===== src/sv/gscs_pkg.sv =====
// ----------------------------------------------------------------------------
// gscs_pkg
// Shared types and constants of the gear-shift clutch sequencer.
// ----------------------------------------------------------------------------
package gscs_pkg;

	localparam int MaxGears = 16;
	localparam logic [3:0] GearTop = 4'(MaxGears - 1);

	localparam int QuotBits = 10;
	localparam int NumBits = 16;
	localparam int ProdBits = NumBits + QuotBits;
	localparam logic [QuotBits-1:0] ClutchFull = 10'd1000;

	localparam int SDataW = 40;
	localparam int MDataW = 24;

	localparam logic [3:0] GearNeutral = 4'd0;
	localparam logic [3:0] GearReverse = 4'd1;
	localparam logic [3:0] GearFirst = 4'd2;

	typedef enum logic [1:0] {
		CFG_GEAR_COUNT = 2'd0,
		CFG_DECLUTCH = 2'd1,
		CFG_RECLUTCH = 2'd2,
		CFG_ASSIST = 2'd3
	} cfg_reg_t;

	typedef enum logic [2:0] {
		ST_IDLE,
		ST_DIFF,
		ST_DECIDE,
		ST_LOAD,
		ST_DIV,
		ST_FIN
	} state_t;

	typedef struct packed {
		logic [3:0] gear_count;
		logic [15:0] declutch_time_ms;
		logic [15:0] reclutch_time_ms;
		logic auto_clutch_assist;
	} cfg_t;

	typedef struct packed {
		logic kind;
		logic [31:0] now_ms;
		logic shift_up;
		logic shift_down;
	} in_item_t;

	typedef struct packed {
		logic [3:0] gear;
		logic [3:0] target_gear;
		logic shifting;
		logic gear_changed;
		logic clutch_valid;
		logic [9:0] clutch_per_mille;
		logic auto_clutch_active;
	} result_t;

	typedef struct packed {
		logic start;
		logic [NumBits-1:0] num;
		logic [NumBits-1:0] den;
	} div_req_t;

	typedef struct packed {
		logic busy;
		logic done;
		logic [QuotBits-1:0] quot;
	} div_rsp_t;

endpackage


===== src/sv/gscs_div.sv =====
// ----------------------------------------------------------------------------
// gscs_div
// Per-mille ratio num*1000/den, one quotient bit per cycle (restoring).
// ----------------------------------------------------------------------------
module gscs_div import gscs_pkg::*; (
	input logic clk,
	input logic arst_n,
	input div_req_t req,
	output div_rsp_t rsp
);

	localparam int CntW = $clog2(QuotBits);

	logic [NumBits-1:0] rem_q;
	logic [NumBits-1:0] den_q;
	logic [QuotBits-1:0] low_q;
	logic [CntW-1:0] cnt_q;
	logic busy_q;
	logic done_q;

	logic [ProdBits-1:0] prod;
	logic [NumBits:0] shifted;
	logic [NumBits:0] diff;
	logic geq;

	assign prod = ProdBits'(req.num) * ProdBits'(ClutchFull);
	assign shifted = {rem_q, low_q[QuotBits-1]};
	assign geq = shifted >= {1'b0, den_q};
	assign diff = shifted - {1'b0, den_q};

	always_ff @(posedge clk or negedge arst_n) begin
		if (!arst_n) begin
			busy_q <= 1'b0;
			done_q <= 1'b0;
			cnt_q <= '0;
		end else begin
			done_q <= 1'b0;
			if (req.start) begin
				busy_q <= 1'b1;
				cnt_q <= '0;
			end else if (busy_q) begin
				cnt_q <= cnt_q + 1'b1;
				if (cnt_q == CntW'(QuotBits - 1)) begin
					busy_q <= 1'b0;
					done_q <= 1'b1;
				end
			end
		end
	end

	always_ff @(posedge clk) begin
		if (req.start) begin
			rem_q <= prod[ProdBits-1:QuotBits];
			low_q <= prod[QuotBits-1:0];
			den_q <= req.den;
		end else if (busy_q) begin
			rem_q <= geq ? diff[NumBits-1:0] : shifted[NumBits-1:0];
			low_q <= {low_q[QuotBits-2:0], geq};
		end
	end

	assign rsp.busy = busy_q;
	assign rsp.done = done_q;
	assign rsp.quot = low_q;

endmodule


===== src/sv/gscs_core.sv =====
// ----------------------------------------------------------------------------
// gscs_core
// Shift sequencer: gear state, phase decisions and clutch ramp control.
// ----------------------------------------------------------------------------
module gscs_core import gscs_pkg::*; (
	input logic clk,
	input logic arst_n,
	input logic in_valid,
	output logic in_ready,
	input in_item_t in_item,
	input cfg_t cfg,
	output logic res_valid,
	input logic res_ready,
	output result_t res
);

	state_t state_q, state_d;

	in_item_t item_q;
	logic [31:0] t_q;
	logic [3:0] cur_gear_q;
	logic [3:0] next_gear_q;
	logic busy_q;
	logic auto_on_q;
	logic [31:0] start_q;
	logic changed_q;
	logic cvalid_q;
	logic invert_q;
	logic [9:0] clutch_q;
	logic [15:0] num_q;
	logic [15:0] den_q;

	div_req_t div_req;
	div_rsp_t div_rsp;

	logic [3:0] top_gear;
	logic [3:0] up_gear;
	logic [3:0] down_gear;
	logic ac;
	logic tick_busy;
	logic phase_declutch;
	logic t_ge_dt;
	logic t_ge_end;
	logic rt_zero;
	logic [16:0] end_time;
	logic [15:0] excess;
	logic need_div;

	gscs_div u_div (
		.clk(clk),
		.arst_n(arst_n),
		.req(div_req),
		.rsp(div_rsp)
	);

	assign top_gear = (cfg.gear_count > GearTop) ? GearTop : cfg.gear_count;
	assign ac = cfg.auto_clutch_assist;
	assign tick_busy = !item_q.kind && busy_q;
	assign phase_declutch = cur_gear_q != next_gear_q;
	assign end_time = {1'b0, cfg.declutch_time_ms} + {1'b0, cfg.reclutch_time_ms};
	assign t_ge_dt = t_q >= 32'(cfg.declutch_time_ms);
	assign t_ge_end = t_q >= 32'(end_time);
	assign rt_zero = cfg.reclutch_time_ms == '0;
	assign excess = (t_q > 32'(cfg.declutch_time_ms)) ?
		16'(t_q - 32'(cfg.declutch_time_ms)) : '0;
	assign need_div = tick_busy && ac &&
		(phase_declutch ? !t_ge_dt : (!t_ge_end && !rt_zero));

	always_comb begin
		priority if (cur_gear_q == GearNeutral) up_gear = GearFirst;
		else if (cur_gear_q == GearReverse) up_gear = GearNeutral;
		else up_gear = cur_gear_q + 4'd1;
		priority if (cur_gear_q == GearNeutral) down_gear = GearReverse;
		else if (cur_gear_q == GearReverse) down_gear = GearReverse;
		else if (cur_gear_q == GearFirst) down_gear = GearNeutral;
		else down_gear = cur_gear_q - 4'd1;
	end

	always_comb begin
		state_d = state_q;
		unique case (state_q)
			ST_IDLE: if (in_valid) state_d = ST_DIFF;
			ST_DIFF: state_d = ST_DECIDE;
			ST_DECIDE: state_d = need_div ? ST_LOAD : ST_FIN;
			ST_LOAD: state_d = ST_DIV;
			ST_DIV: if (div_rsp.done) state_d = ST_FIN;
			ST_FIN: if (res_ready) state_d = ST_IDLE;
			default: state_d = ST_IDLE;
		endcase
	end

	always_comb begin
		in_ready = state_q == ST_IDLE;
		res_valid = state_q == ST_FIN;
		div_req.start = state_q == ST_LOAD;
		div_req.num = num_q;
		div_req.den = den_q;
	end

	always_ff @(posedge clk or negedge arst_n) begin
		if (!arst_n) begin
			state_q <= ST_IDLE;
			cur_gear_q <= GearNeutral;
			next_gear_q <= GearNeutral;
			busy_q <= 1'b0;
			start_q <= '0;
			auto_on_q <= 1'b0;
		end else begin
			state_q <= state_d;
			if (state_q == ST_DECIDE) begin
				if (item_q.kind) begin
					if (!busy_q) begin
						if (item_q.shift_up) begin
							if (cur_gear_q < top_gear) begin
								busy_q <= 1'b1;
								start_q <= item_q.now_ms;
								next_gear_q <= up_gear;
							end
						end else if (item_q.shift_down) begin
							busy_q <= 1'b1;
							start_q <= item_q.now_ms;
							next_gear_q <= down_gear;
						end
					end
				end else if (busy_q) begin
					if (ac) auto_on_q <= 1'b1;
					if (phase_declutch) begin
						if (t_ge_dt) cur_gear_q <= next_gear_q;
					end else if (t_ge_end) begin
						busy_q <= 1'b0;
						if (ac) auto_on_q <= 1'b0;
					end
				end
			end
		end
	end

	always_ff @(posedge clk) begin
		if (in_valid && in_ready) item_q <= in_item;
		if (state_q == ST_DIFF) t_q <= item_q.now_ms - start_q;
		if (state_q == ST_DECIDE) begin
			changed_q <= tick_busy && phase_declutch && t_ge_dt;
			cvalid_q <= tick_busy && ac;
			if (tick_busy && ac &&
			    ((phase_declutch && t_ge_dt) || (!phase_declutch && !t_ge_end && rt_zero)))
				clutch_q <= ClutchFull;
			else
				clutch_q <= '0;
			num_q <= phase_declutch ? t_q[15:0] : excess;
			den_q <= phase_declutch ? cfg.declutch_time_ms : cfg.reclutch_time_ms;
			invert_q <= !phase_declutch;
		end
		if (state_q == ST_DIV && div_rsp.done)
			clutch_q <= invert_q ? ClutchFull - div_rsp.quot : div_rsp.quot;
	end

	assign res.gear = cur_gear_q;
	assign res.target_gear = next_gear_q;
	assign res.shifting = busy_q;
	assign res.gear_changed = changed_q;
	assign res.clutch_valid = cvalid_q;
	assign res.clutch_per_mille = clutch_q;
	assign res.auto_clutch_active = auto_on_q;

	a_div_start_idle: assert property (@(posedge clk) disable iff (!arst_n)
		div_req.start |-> !div_rsp.busy)
		else $error("divider started while busy");

	a_gear_change_in_decide: assert property (@(posedge clk) disable iff (!arst_n)
		(cur_gear_q != $past(cur_gear_q)) |-> $past(state_q == ST_DECIDE))
		else $error("gear changed outside decision step");

	a_clutch_range: assert property (@(posedge clk) disable iff (!arst_n)
		res_valid |-> clutch_q <= ClutchFull)
		else $error("clutch command above full scale");

	a_clutch_zero_unless_valid: assert property (@(posedge clk) disable iff (!arst_n)
		(res_valid && !cvalid_q) |-> clutch_q == '0)
		else $error("clutch value without valid");

endmodule


===== src/sv/gear_shift_clutch_sequencer_top.sv =====
// ----------------------------------------------------------------------------
// gear_shift_clutch_sequencer_top
// Timed gear-shift sequencer with automatic clutch ramp.
//
// Input stream: one transaction per item; tuser is the kind (0 tick, 1 poll),
// tdata carries the time and the shift requests. Every input transaction
// yields exactly one output transaction with gear, target, shift status and
// the clutch command.
// Items are handled one at a time. A poll or an idle tick passes through the
// DIFF and DECIDE states to FIN; a tick that ramps the clutch also passes
// through LOAD and DIV, where the 10-step bit-serial per-mille divider runs.
// The output register decouples the sides: the next item is accepted while a
// finished result still waits for the receiver. If the receiver stalls with
// the output register full, the finished result waits in the core and input
// tready stays low.
// Configuration is written through cfg_we/cfg_addr/cfg_wdata; the user must
// write it only while idle, as the block itself does not enforce this.
// Reset: neutral gear, no shift running, registers at 4, 500, 500, 0.
// ----------------------------------------------------------------------------
module gear_shift_clutch_sequencer_top import gscs_pkg::*; (
	input logic clk,
	input logic arst_n,
	input logic cfg_we,
	input logic [1:0] cfg_addr,
	input logic [15:0] cfg_wdata,
	input logic s_axis_tvalid,
	output logic s_axis_tready,
	input logic [SDataW-1:0] s_axis_tdata, // now_ms[31:0], shift_up, shift_down
	input logic s_axis_tuser, // kind
	output logic m_axis_tvalid,
	input logic m_axis_tready,
	// gear[3:0], target_gear[7:4], shifting, gear_changed, clutch_valid,
	// clutch_per_mille[20:11], auto_clutch_active, zero fill
	output logic [MDataW-1:0] m_axis_tdata
);

	cfg_t cfg_q;
	in_item_t in_item;
	result_t res;
	logic res_valid;
	logic res_ready;
	logic out_valid_q;
	logic [MDataW-1:0] out_data_q;

	always_ff @(posedge clk or negedge arst_n) begin
		if (!arst_n) begin
			cfg_q.gear_count <= 4'd4;
			cfg_q.declutch_time_ms <= 16'd500;
			cfg_q.reclutch_time_ms <= 16'd500;
			cfg_q.auto_clutch_assist <= 1'b0;
		end else if (cfg_we) begin
			unique case (cfg_reg_t'(cfg_addr))
				CFG_GEAR_COUNT: cfg_q.gear_count <= cfg_wdata[3:0];
				CFG_DECLUTCH: cfg_q.declutch_time_ms <= cfg_wdata;
				CFG_RECLUTCH: cfg_q.reclutch_time_ms <= cfg_wdata;
				CFG_ASSIST: cfg_q.auto_clutch_assist <= cfg_wdata[0];
				default: ;
			endcase
		end
	end

	assign in_item.kind = s_axis_tuser;
	assign in_item.now_ms = s_axis_tdata[31:0];
	assign in_item.shift_up = s_axis_tdata[32];
	assign in_item.shift_down = s_axis_tdata[33];

	gscs_core u_core (
		.clk(clk),
		.arst_n(arst_n),
		.in_valid(s_axis_tvalid),
		.in_ready(s_axis_tready),
		.in_item(in_item),
		.cfg(cfg_q),
		.res_valid(res_valid),
		.res_ready(res_ready),
		.res(res)
	);

	assign res_ready = !out_valid_q || m_axis_tready;

	always_ff @(posedge clk or negedge arst_n) begin
		if (!arst_n) begin
			out_valid_q <= 1'b0;
		end else if (res_ready) begin
			out_valid_q <= res_valid;
		end
	end

	always_ff @(posedge clk) begin
		if (res_valid && res_ready)
			out_data_q <= {2'b00, res.auto_clutch_active, res.clutch_per_mille,
				res.clutch_valid, res.gear_changed, res.shifting,
				res.target_gear, res.gear};
	end

	assign m_axis_tvalid = out_valid_q;
	assign m_axis_tdata = out_data_q;

endmodule

===== config.mk =====
export PLATFORM = sky130hd
export DESIGN_NAME = gear_shift_clutch_sequencer_top
export DESIGN_NICKNAME = d
export VERILOG_FILES = /design/src/sv/gscs_pkg.sv /design/src/sv/gscs_div.sv /design/src/sv/gscs_core.sv /design/src/sv/gear_shift_clutch_sequencer_top.sv
export SDC_FILE = /design/constraint.sdc
export NUM_CORES = 1
export LEC_CHECK = 0
export BUFFER_PORTS_ARGS = -buffer_cell sky130_fd_sc_hd__buf_2
export CORE_UTILIZATION = 30
export CTS_CLUSTER_SIZE = 30
export DETAILED_ROUTE_END_ITERATION = 8
export SYNTH_ARGS = -nofsm -noshare
export SYNTH_HDL_FRONTEND = slang
export SYNTH_HIERARCHICAL = 1
export SYNTH_SLANG_ARGS = --single-unit

===== constraint.sdc =====
create_clock -name clk -period 6 [get_ports clk]
set_clock_uncertainty 0.1 [all_clocks]
set_input_delay 1.2 -clock clk [delete_from_list [all_inputs] [get_ports clk]]
set_output_delay 1.2 -clock clk [all_outputs]
set_load 0.02 [all_outputs]

* Word-level counts from Yosys, hierarchy flattened *
Cells that the tools add are included.

word-level totals
  bits in registers = 265
  bits of input ports = 64
  logic and storage cells = 149

operators by class
  add/subtract/negate cells = 8
  multipliers = 1
  magnitude comparators = 6
  equality and inequality tests = 16
  muxes and demuxes = 50
  bitwise gates (word level) = 2
  reduce and logical (&&, ||, !) cells = 36

operators with widths
  operator                                                               count
  16-bit two-way mux                                                     6
  32-bit two-way mux                                                     3
  10-bit two-way mux                                                     6
  4-bit two-way mux                                                      11
  32-bit by 16-bit >= comparator with 1-bit output                       1
  32-bit by 17-bit >= comparator with 1-bit output                       1
  32-bit by 16-bit > comparator with 1-bit output                        1
  16-bit subtractor                                                      2
  32-bit subtractor                                                      1
  16-bit by 7-bit multiplier with 23-bit output (second input constant)  1
  1-bit two-way mux                                                      19
  3-bit case mux with 6 select lines                                     1
  16-bit by 16-bit adder with 17-bit output                              1
  17-bit by 16-bit >= comparator with 1-bit output                       1
  16-bit zero test                                                       1
  1-bit logical AND                                                      13
  3-bit two-way mux                                                      4
  5-bit AND reduction                                                    2
  10-bit subtractor (first input constant)                               1
  4-bit by 1-bit adder with 4-bit output (second input constant)         2
  2-bit AND reduction                                                    4
  3-bit by 2-bit == test with 1-bit output (second input constant)       2
  3-bit == test (second input constant)                                  2
  1-bit zero test                                                        6
  19 further kinds                                                       27

* Longest topological paths before layout *
Gate-level depths: netlist of run 1.

  word-level depth = 10
  gate-level depth with buffers = 20
  mapped depth without buffers = 20

* Cells and area by module *
The synthesis of run 1 kept the hierarchy.

by module, submodules not included
  module                           times used  cells each  area an instance (um2)  sequential area each (um2)
  gscs_core                        1           885         9,645.5                 4,489.3
  gscs_div                         1           561         5,657.9                 1,381.3
  gear_shift_clutch_sequencer_top  1           109         2,250.9                 1,627.8

* Least setup slack after synthesis of run 1 *
Ideal clock, no wire load.

  path kind = register to register
  start point = register u_core.num_q[10]
  end point = register u_core.u_div.rem_q[13], data pin
  data arrival time = 4.206 ns
  required time = 5.622 ns
  slack = 1.416 ns
  cell stages (with the launch flop) = 17
  path buffers = 0
  cell sequence = edfxtp_1 -> inv_1 -> fa_1 -> fa_1 -> inv_1 -> fa_1 -> inv_1 -> fa_1 -> inv_1 -> ha_1 -> and2_1 -> a221o_1 -> nor3_1 -> nor2_1 -> a311oi_1 -> xor2_1 -> a22oi_1

on the way
  cells in the longest elaborated chain, start to end = 2

ends and longest elaborated chain
  item                                           line              text
  start: declaration                             gscs_core.sv:30   logic [15:0] num_q;
  start signal: assignment                       gscs_core.sv:149  num_q <= phase_declutch ? t_q[15:0] : excess;
  16-bit by 7-bit multiplier with 23-bit output  gscs_div.sv:26    assign prod = ProdBits'(req.num) * ProdBits'(ClutchFull);
  16-bit two-way mux                             gscs_div.sv:52    if (req.start) begin
  end signal: assignment                         gscs_div.sv:53    rem_q <= prod[ProdBits-1:QuotBits];
  end signal: assignment                         gscs_div.sv:57    rem_q <= geq ? diff[NumBits-1:0] : shifted[NumBits-1:0];
  end: declaration                               gscs_div.sv:14    logic [NumBits-1:0] rem_q;

Every way passes these cells.
A chain may end at the register's enable or synchronous reset.

* Worst setup path after layout of run 1 *
  start point = register u_core.num_q[5]
  end point = register u_core.u_div.rem_q[13], data pin

Same word-level chain as after synthesis.

==> results of run 1 <==
[final timing paths]
path / from / depth (start not counted) / slack, ps / endpoint
max in group asynchronous: arst_n / 2 / 4210 / cfg_q[11]$_DFFE_PN0P_
worst min register to register: u_core/clutch_q[0]$_SDFFCE_PN0P_ / 0 / 320 / m_axis_tdata[11]$_DFFE_PP_
min in group asynchronous: arst_n / 1 / 480 / u_core/start_q[26]$_DFFE_PN0P_
worst min-delay path: u_core/clutch_q[0]$_SDFFCE_PN0P_ / 0 / 320 / m_axis_tdata[11]$_DFFE_PP_
worst max-delay path: u_core/num_q[5]$_DFFE_PP_ / 13 / 840 / u_core/u_div/rem_q[13]$_DFFE_PP_
worst max register to register: u_core/num_q[5]$_DFFE_PP_ / 13 / 840 / u_core/u_div/rem_q[13]$_DFFE_PP_
[flip-flops by register name, summed over array words and instances (netlist names), 10 cells and up]
name,cells
cfg_q,37
u_core/item_q,35
u_core/start_q,32
u_core/t_q,32
m_axis_tdata,22
u_core/den_q,16
u_core/num_q,16
u_core/u_div/den_q,16
u_core/u_div/rem_q,16
u_core/clutch_q,10
u_core/u_div/low_q,10
[per-layer routing]
metal,wire length [um],vias up,GRT usage (%),share of wire (%)
met1,16200,5597,15.1,45
met2,18000,176,21.7,50
met5,27,-,0,0.075
met4,1030,4,3.40,2.8
met3,964,66,1.62,2.7
li1,-,5745,-,-
[stage by stage]
| step | util [%] | instances |
|---|---|---|
| detailed placement | 32.5 | 2366 |
| finish | 34.4 | 2422 |
| CTS | 34.4 | 2422 |
| global route | 34.4 | 2422 |
| floorplan | - | 1555 |
| global placement | 32.5 | 2366 |
[placed cells by master, fill, tap and decap left out, drive strengths merged, types with 8 or more instances in the layout]
cell type / n
nand3b: 8
nand2: 90
inv: 181
buf: 88
o31ai: 9
o21bai: 15
a21oi: 81
nor2b: 14
a21o: 52
o21ai: 75
xnor2: 49
dfstp: 13
dfrtp: 76
a211oi: 10
nor3: 14
a31oi: 17
clkinv: 10
clkbuf: 39
o21a: 14
ha: 160
xor2: 48
nand4: 20
mux2: 74
nor2: 53
a22o: 20
mux2i: 23
nand3: 18
and3: 16
and2: 11
nor4: 12
o211ai: 13
fa: 58
nand2b: 13
edfxtp: 173
[worst max-delay path, cell delays in order, from the launching register on]
cell	delay (ps)
sky130_fd_sc_hd__edfxtp_1	430
sky130_fd_sc_hd__inv_1	250
sky130_fd_sc_hd__fa_1	500
sky130_fd_sc_hd__fa_1	510
sky130_fd_sc_hd__fa_1	520
sky130_fd_sc_hd__fa_1	510
sky130_fd_sc_hd__inv_1	40
sky130_fd_sc_hd__ha_1	360
sky130_fd_sc_hd__a2111o_1	450
sky130_fd_sc_hd__o21ai_1	320
sky130_fd_sc_hd__nand2_1	150
sky130_fd_sc_hd__a311oi_1	380
sky130_fd_sc_hd__xor2_1	230
sky130_fd_sc_hd__a22oi_1	110
[final cells by class]
cell class                 count  area (um^2)
clock inverter                17          236
timing repair buffer          88          460
inverter                     181          679
fill                        5727        37800
multi-input combinational   1067         9150
tap                          765          957
clock buffer                  39          866
sequential                   265         7500
==> flow_summary.yaml, run 1 <==
sta:
  setup_failing_eps_final: 0
  max_clock_freq_mhz: 194
  timing.final.crit_share_pct: 86.0
  final-max-slew-violation-count: 0
  worst-slew-pin-transition_ps: 1180
  maxSlewHeadroom_pct: 21.3
  finalWorstSetupSlack_ps: 839
  final-hold-violation-count: 0
  fin_setup_tns_ps: 0
  grt_setup_unrepaired: "false"
  finalWorstPathRequiredPeriod_ps: 5160
  final.hold.worst_slack_ps: 318
detailed_routing:
  total_number_of_vias: 11600
  wl_um: 36200
  drt_iter0_markers: 455
  drt_pass1_iterations: 5
  route.detailed.drc: 0
  vias_per_cell: 4.78
  post_drt_wl_per_cell_um: 14.9
  ant_nets: 0
critical_path:
  critical_path_class: "reg2reg"
  worstPathMaxFanout: 6
  required_ps: 6170
  worst_setup_ep_type: "flop"
  worstPathArrival_ps: 5330
  start_kind: "flop"
placed_design:
  pre_cts_slack_ps: 919
  place.port_buffers: 81
  detailed_place_hpwl_um: 28200
  gp_weighted_congestion: 0.878
  placement.cell_area_mm2: 0.0187
clock_network:
  max-clock-path-buffers: 3
  worstSkewPairLatency_ps: 560
  cts_repair_resize_count: 0
  cts_made_buffers: 30
  htreeDepth: 1
  clock_tree_from_tritoncts: "yes"
  clkSlewWorstSetupHoldPaths_ps: 60
  cts_post_setup_buffers_inserted: 0
  clock-sinks: 265
  cts-root-buf: "sky130_fd_sc_hd__clkbuf_16"
  postCtsHoldBufs: 0
finish:
  diodes: 0
  areaGrowthSynthToFinish_pct: 13.1
  num-nets-final: 1915
  drive_above_1_share_pct: 15.1
  stdcell_area_mm2: 0.0198
floorplanning:
  initial_core_utilization_pct: 30.4
  i_o_pin_total: 90
  core-area_mm2: 0.0577
  rows: 88
  die_width_um: 244
  fp.dieArea_mm2: 0.0595
  die_h_um: 244
global_routing:
  grt_remaining_overflow: 0
  grt_usage_pct: 12.1
  first_global_vias: 11800
  grt_start_max_net_pins: 64
  antenna_found_initial: 2
  grt_pass1_wl_um: 59800
synth:
  synthCells: 1554
  synthesis.area_mm2: 0.0175
  ys.warnings.count: 6
  post_synth.cell_area_avg_um2: 11.3
status:
  status: "finished, final reports clean"
job:
  max-cap-violations: 0
worst_hold_path:
  hold_path.class: "reg2reg"
Power of run 1 is left out: the tool's default activity adds up to more than one toggle a clock period on the data nets, which glitch-free logic cannot reach.
==> run 2: changes to the inputs <==
- ABC_AREA: default -> 1
- CAP_MARGIN: default -> 10
==> run 2 against run 1 <==
Maximum frequency is 17% higher. Sequential share of layout area is 1.6 points lower. Non-clock buffer count is 2 lower. Routed wire length increased by 22%. Synthesized cell count up 36%. Die area is 4.8% higher. Critical path type unchanged. Cell count up 24%.
==> flow_summary.yaml, run 2 <==
status:
  status: "finished, final reports clean"
detailed_routing:
  post_drt_wl_per_cell_um: 14.7
  route.met2.wl_um: 20700
  vias_per_cell: 4.70
  top_layer: "met5"
  drt_iter0_markers: 913
  drt_pass1_iterations: 5
  total_number_of_vias: 14100
  route.detailed.drc: 0
  routed-wl-met3_um: 1920
  ant_nets: 0
  wl_um: 44100
  m1WireLength_um: 20100
critical_path:
  worst_setup_ep_type: "flop"
  worst_r2r_startpoint: "u_core/num_q[11]$_DFFE_PP_"
  critical-path-max-stage-delay_ps: 530
  worstPathArrival_ps: 4640
  timing.critical_path.mode_cell: "sky130_fd_sc_hd__inv_1"
  timing.critical_path.slowest_stage_cell: "sky130_fd_sc_hd__fa_1"
  worst-r2r-setup-slack_ps: 1580
  worst_r2r_path_cells: 18
  start_kind: "flop"
  critical_path_class: "reg2reg"
  path_delay_family: "adder cells"
  cp_num_buf_inv: 5
  required_ps: 6220
  worstPathMaxFanout: 5
  critical_path.cell_chain: "inv_1 -> fa_1 -> fa_1 -> inv_1 -> fa_1 -> inv_1 -> fa_1 -> inv_1 -> ha_1 -> nand2_1 -> inv_1 -> nand2_1 -> nor2_1 -> nand4_1 -> nand3_1 -> nand2_1 -> nand3_1 -> nand2_1"
  worstReg2RegEnd: "u_core/u_div/rem_q[15]$_DFFE_PP_"
finish:
  fillerInstances: 6177
  drive_above_1_share_pct: 9.90
  num-nets-final: 2470
  mostFrequentLayoutCell: "sky130_fd_sc_hd__nand2_1"
  areaGrowthSynthToFinish_pct: 12.7
  final_cell_mix: "492 x sky130_fd_sc_hd__nand2_1, 318 x sky130_fd_sc_hd__inv_1, 173 x sky130_fd_sc_hd__edfxtp_1"
  largest_register_ffs: 37
  largest_registers: "cfg_q x37, u_core/item_q x35"
  top_register: "cfg_q"
sta:
  max_clock_freq_mhz: 226
  worst-slew-pin-transition_ps: 1110
  grt_setup_unrepaired: "false"
  finalWorstSetupSlack_ps: 1580
  setup_failing_eps_final: 0
  final-hold-violation-count: 0
  timing.final.crit_share_pct: 73.6
  finalWorstPathRequiredPeriod_ps: 4420
  maxSlewHeadroom_pct: 26.2
  fin_setup_tns_ps: 0
  final-max-slew-violation-count: 0
global_routing:
  grt_remaining_overflow: 0
  grt_pass1_wl_um: 71400
  grt_usage_pct: 14.1
  grt_start_max_net_pins: 72
  antenna_found_initial: 5
  first_global_vias: 13900
power_and_ir_drop:
  design_power_total_mw: 4.73
  power-per-cell-area_mw_per_mm2: 228
  cellLeakagePower_nw: 9.34
  peakVddDrop_v: 0.000216
floorplanning:
  i_o_pin_total: 90
  rows: 90
  core-area_mm2: 0.0605
  die_width_um: 250
  fp.dieArea_mm2: 0.0623
  initial_core_utilization_pct: 30.4
  die_h_um: 250
clock_network:
  cts-root-buf: "sky130_fd_sc_hd__clkbuf_16"
  worstSkewPairLatency_ps: 590
  cts_post_setup_buffers_inserted: 0
  cts_made_buffers: 31
  clkSlewWorstSetupHoldPaths_ps: 60
  clock_tree_from_tritoncts: "yes"
  cts_repair_resize_count: 0
  postCtsHoldBufs: 0
  htreeDepth: 1
  max-clock-path-buffers: 3
  clock-sinks: 265
placed_design:
  pre_cts_slack_ps: 1560
  place.port_buffers: 81
  detailed_place_hpwl_um: 34900
  gp_weighted_congestion: 0.870
synth:
  ys.warnings.count: 6
  post_synth.cell_area_avg_um2: 8.71
  synthesis.area_mm2: 0.0184
  synthCells: 2111
worst_hold_path:
  hold_path.class: "reg2reg"
  min_to: "m_axis_tdata[10]$_DFFE_PP_"
  min-delay-start: "u_core/cvalid_q$_DFFE_PP_"
  holdPathStages: 0
job:
  max-cap-violations: 0
[run 2: where the power goes]
| part | internal, mW | switching (mW) |
|---|---|---|
| clock | 1.26 | 0.783 |
| sequential | 2.00 | 0.0482 |
| combinational | 0.246 | 0.385 |
[run 2: final cells by class]
class	count	area [um^2]	share of cell area, %
well taps	782	978	4.72
clock buffers	35	801	3.86
diodes	2	5.00	0.0242
multi-input cells	1481	9470	45.7
inverters	323	1210	5.85
clock inverters	23	315	1.52
repair buffers	86	445	2.15
flip-flops and latches	265	7500	36.2
[run 2: worst max-delay path by stage]
stage	cells after the start	slack, ps	from	end
detailed placement	18	1560	u_core/num_q[11]$_DFFE_PP_	u_core/u_div/rem_q[15]$_DFFE_PP_
global placement	18	1660	u_core/num_q[11]$_DFFE_PP_	u_core/u_div/rem_q[15]$_DFFE_PP_
finish	18	1580	u_core/num_q[11]$_DFFE_PP_	u_core/u_div/rem_q[15]$_DFFE_PP_
floorplan	18	1980	u_core/num_q[10]$_DFFE_PP_	u_core/u_div/rem_q[15]$_DFFE_PP_
global route	16	1330	u_core/num_q[5]$_DFFE_PP_	u_core/u_div/rem_q[13]$_DFFE_PP_
CTS	18	1550	u_core/num_q[11]$_DFFE_PP_	u_core/u_div/rem_q[15]$_DFFE_PP_
[run 2: routing by layer]
layer	vias up	global-route usage [%]
met5	-	0
met2	260	24.0
met3	80	2.24
met1	6591	18.4
li1	7147	-
met4	6	4.32
[run 2: worst register-to-register path, stage by stage (launching register included)]
cell and delay [ps]:
sky130_fd_sc_hd__edfxtp_1 460, sky130_fd_sc_hd__inv_1 240, sky130_fd_sc_hd__fa_1 480, sky130_fd_sc_hd__fa_1 530, sky130_fd_sc_hd__inv_1 60, sky130_fd_sc_hd__fa_1 490, sky130_fd_sc_hd__inv_1 50, sky130_fd_sc_hd__fa_1 500
sky130_fd_sc_hd__inv_1 40, sky130_fd_sc_hd__ha_1 340, sky130_fd_sc_hd__nand2_1 60, sky130_fd_sc_hd__inv_1 80, sky130_fd_sc_hd__nand2_1 80, sky130_fd_sc_hd__nor2_1 150, sky130_fd_sc_hd__nand4_1 160, sky130_fd_sc_hd__nand3_1 130
sky130_fd_sc_hd__nand2_1 50, sky130_fd_sc_hd__nand3_1 90, sky130_fd_sc_hd__nand2_1 60
[run 2: stage by stage]
stage | utilization [%] | instances | hold WS [ps] | instance area (um^2)
2_1_floorplan | - | 2112 | 300 | 18400
3_3_place_gp | 32.4 | 2937 | 307 | 19600
3_5_place_dp | 32.4 | 2937 | 305 | 19600
4_1_cts | 34.3 | 2995 | 318 | 20700
5_1_grt | 34.3 | 2997 | 328 | 20700
6_report | 34.3 | 2997 | 319 | 20700
No activity file was read; power rests on OpenSTA's default activity.
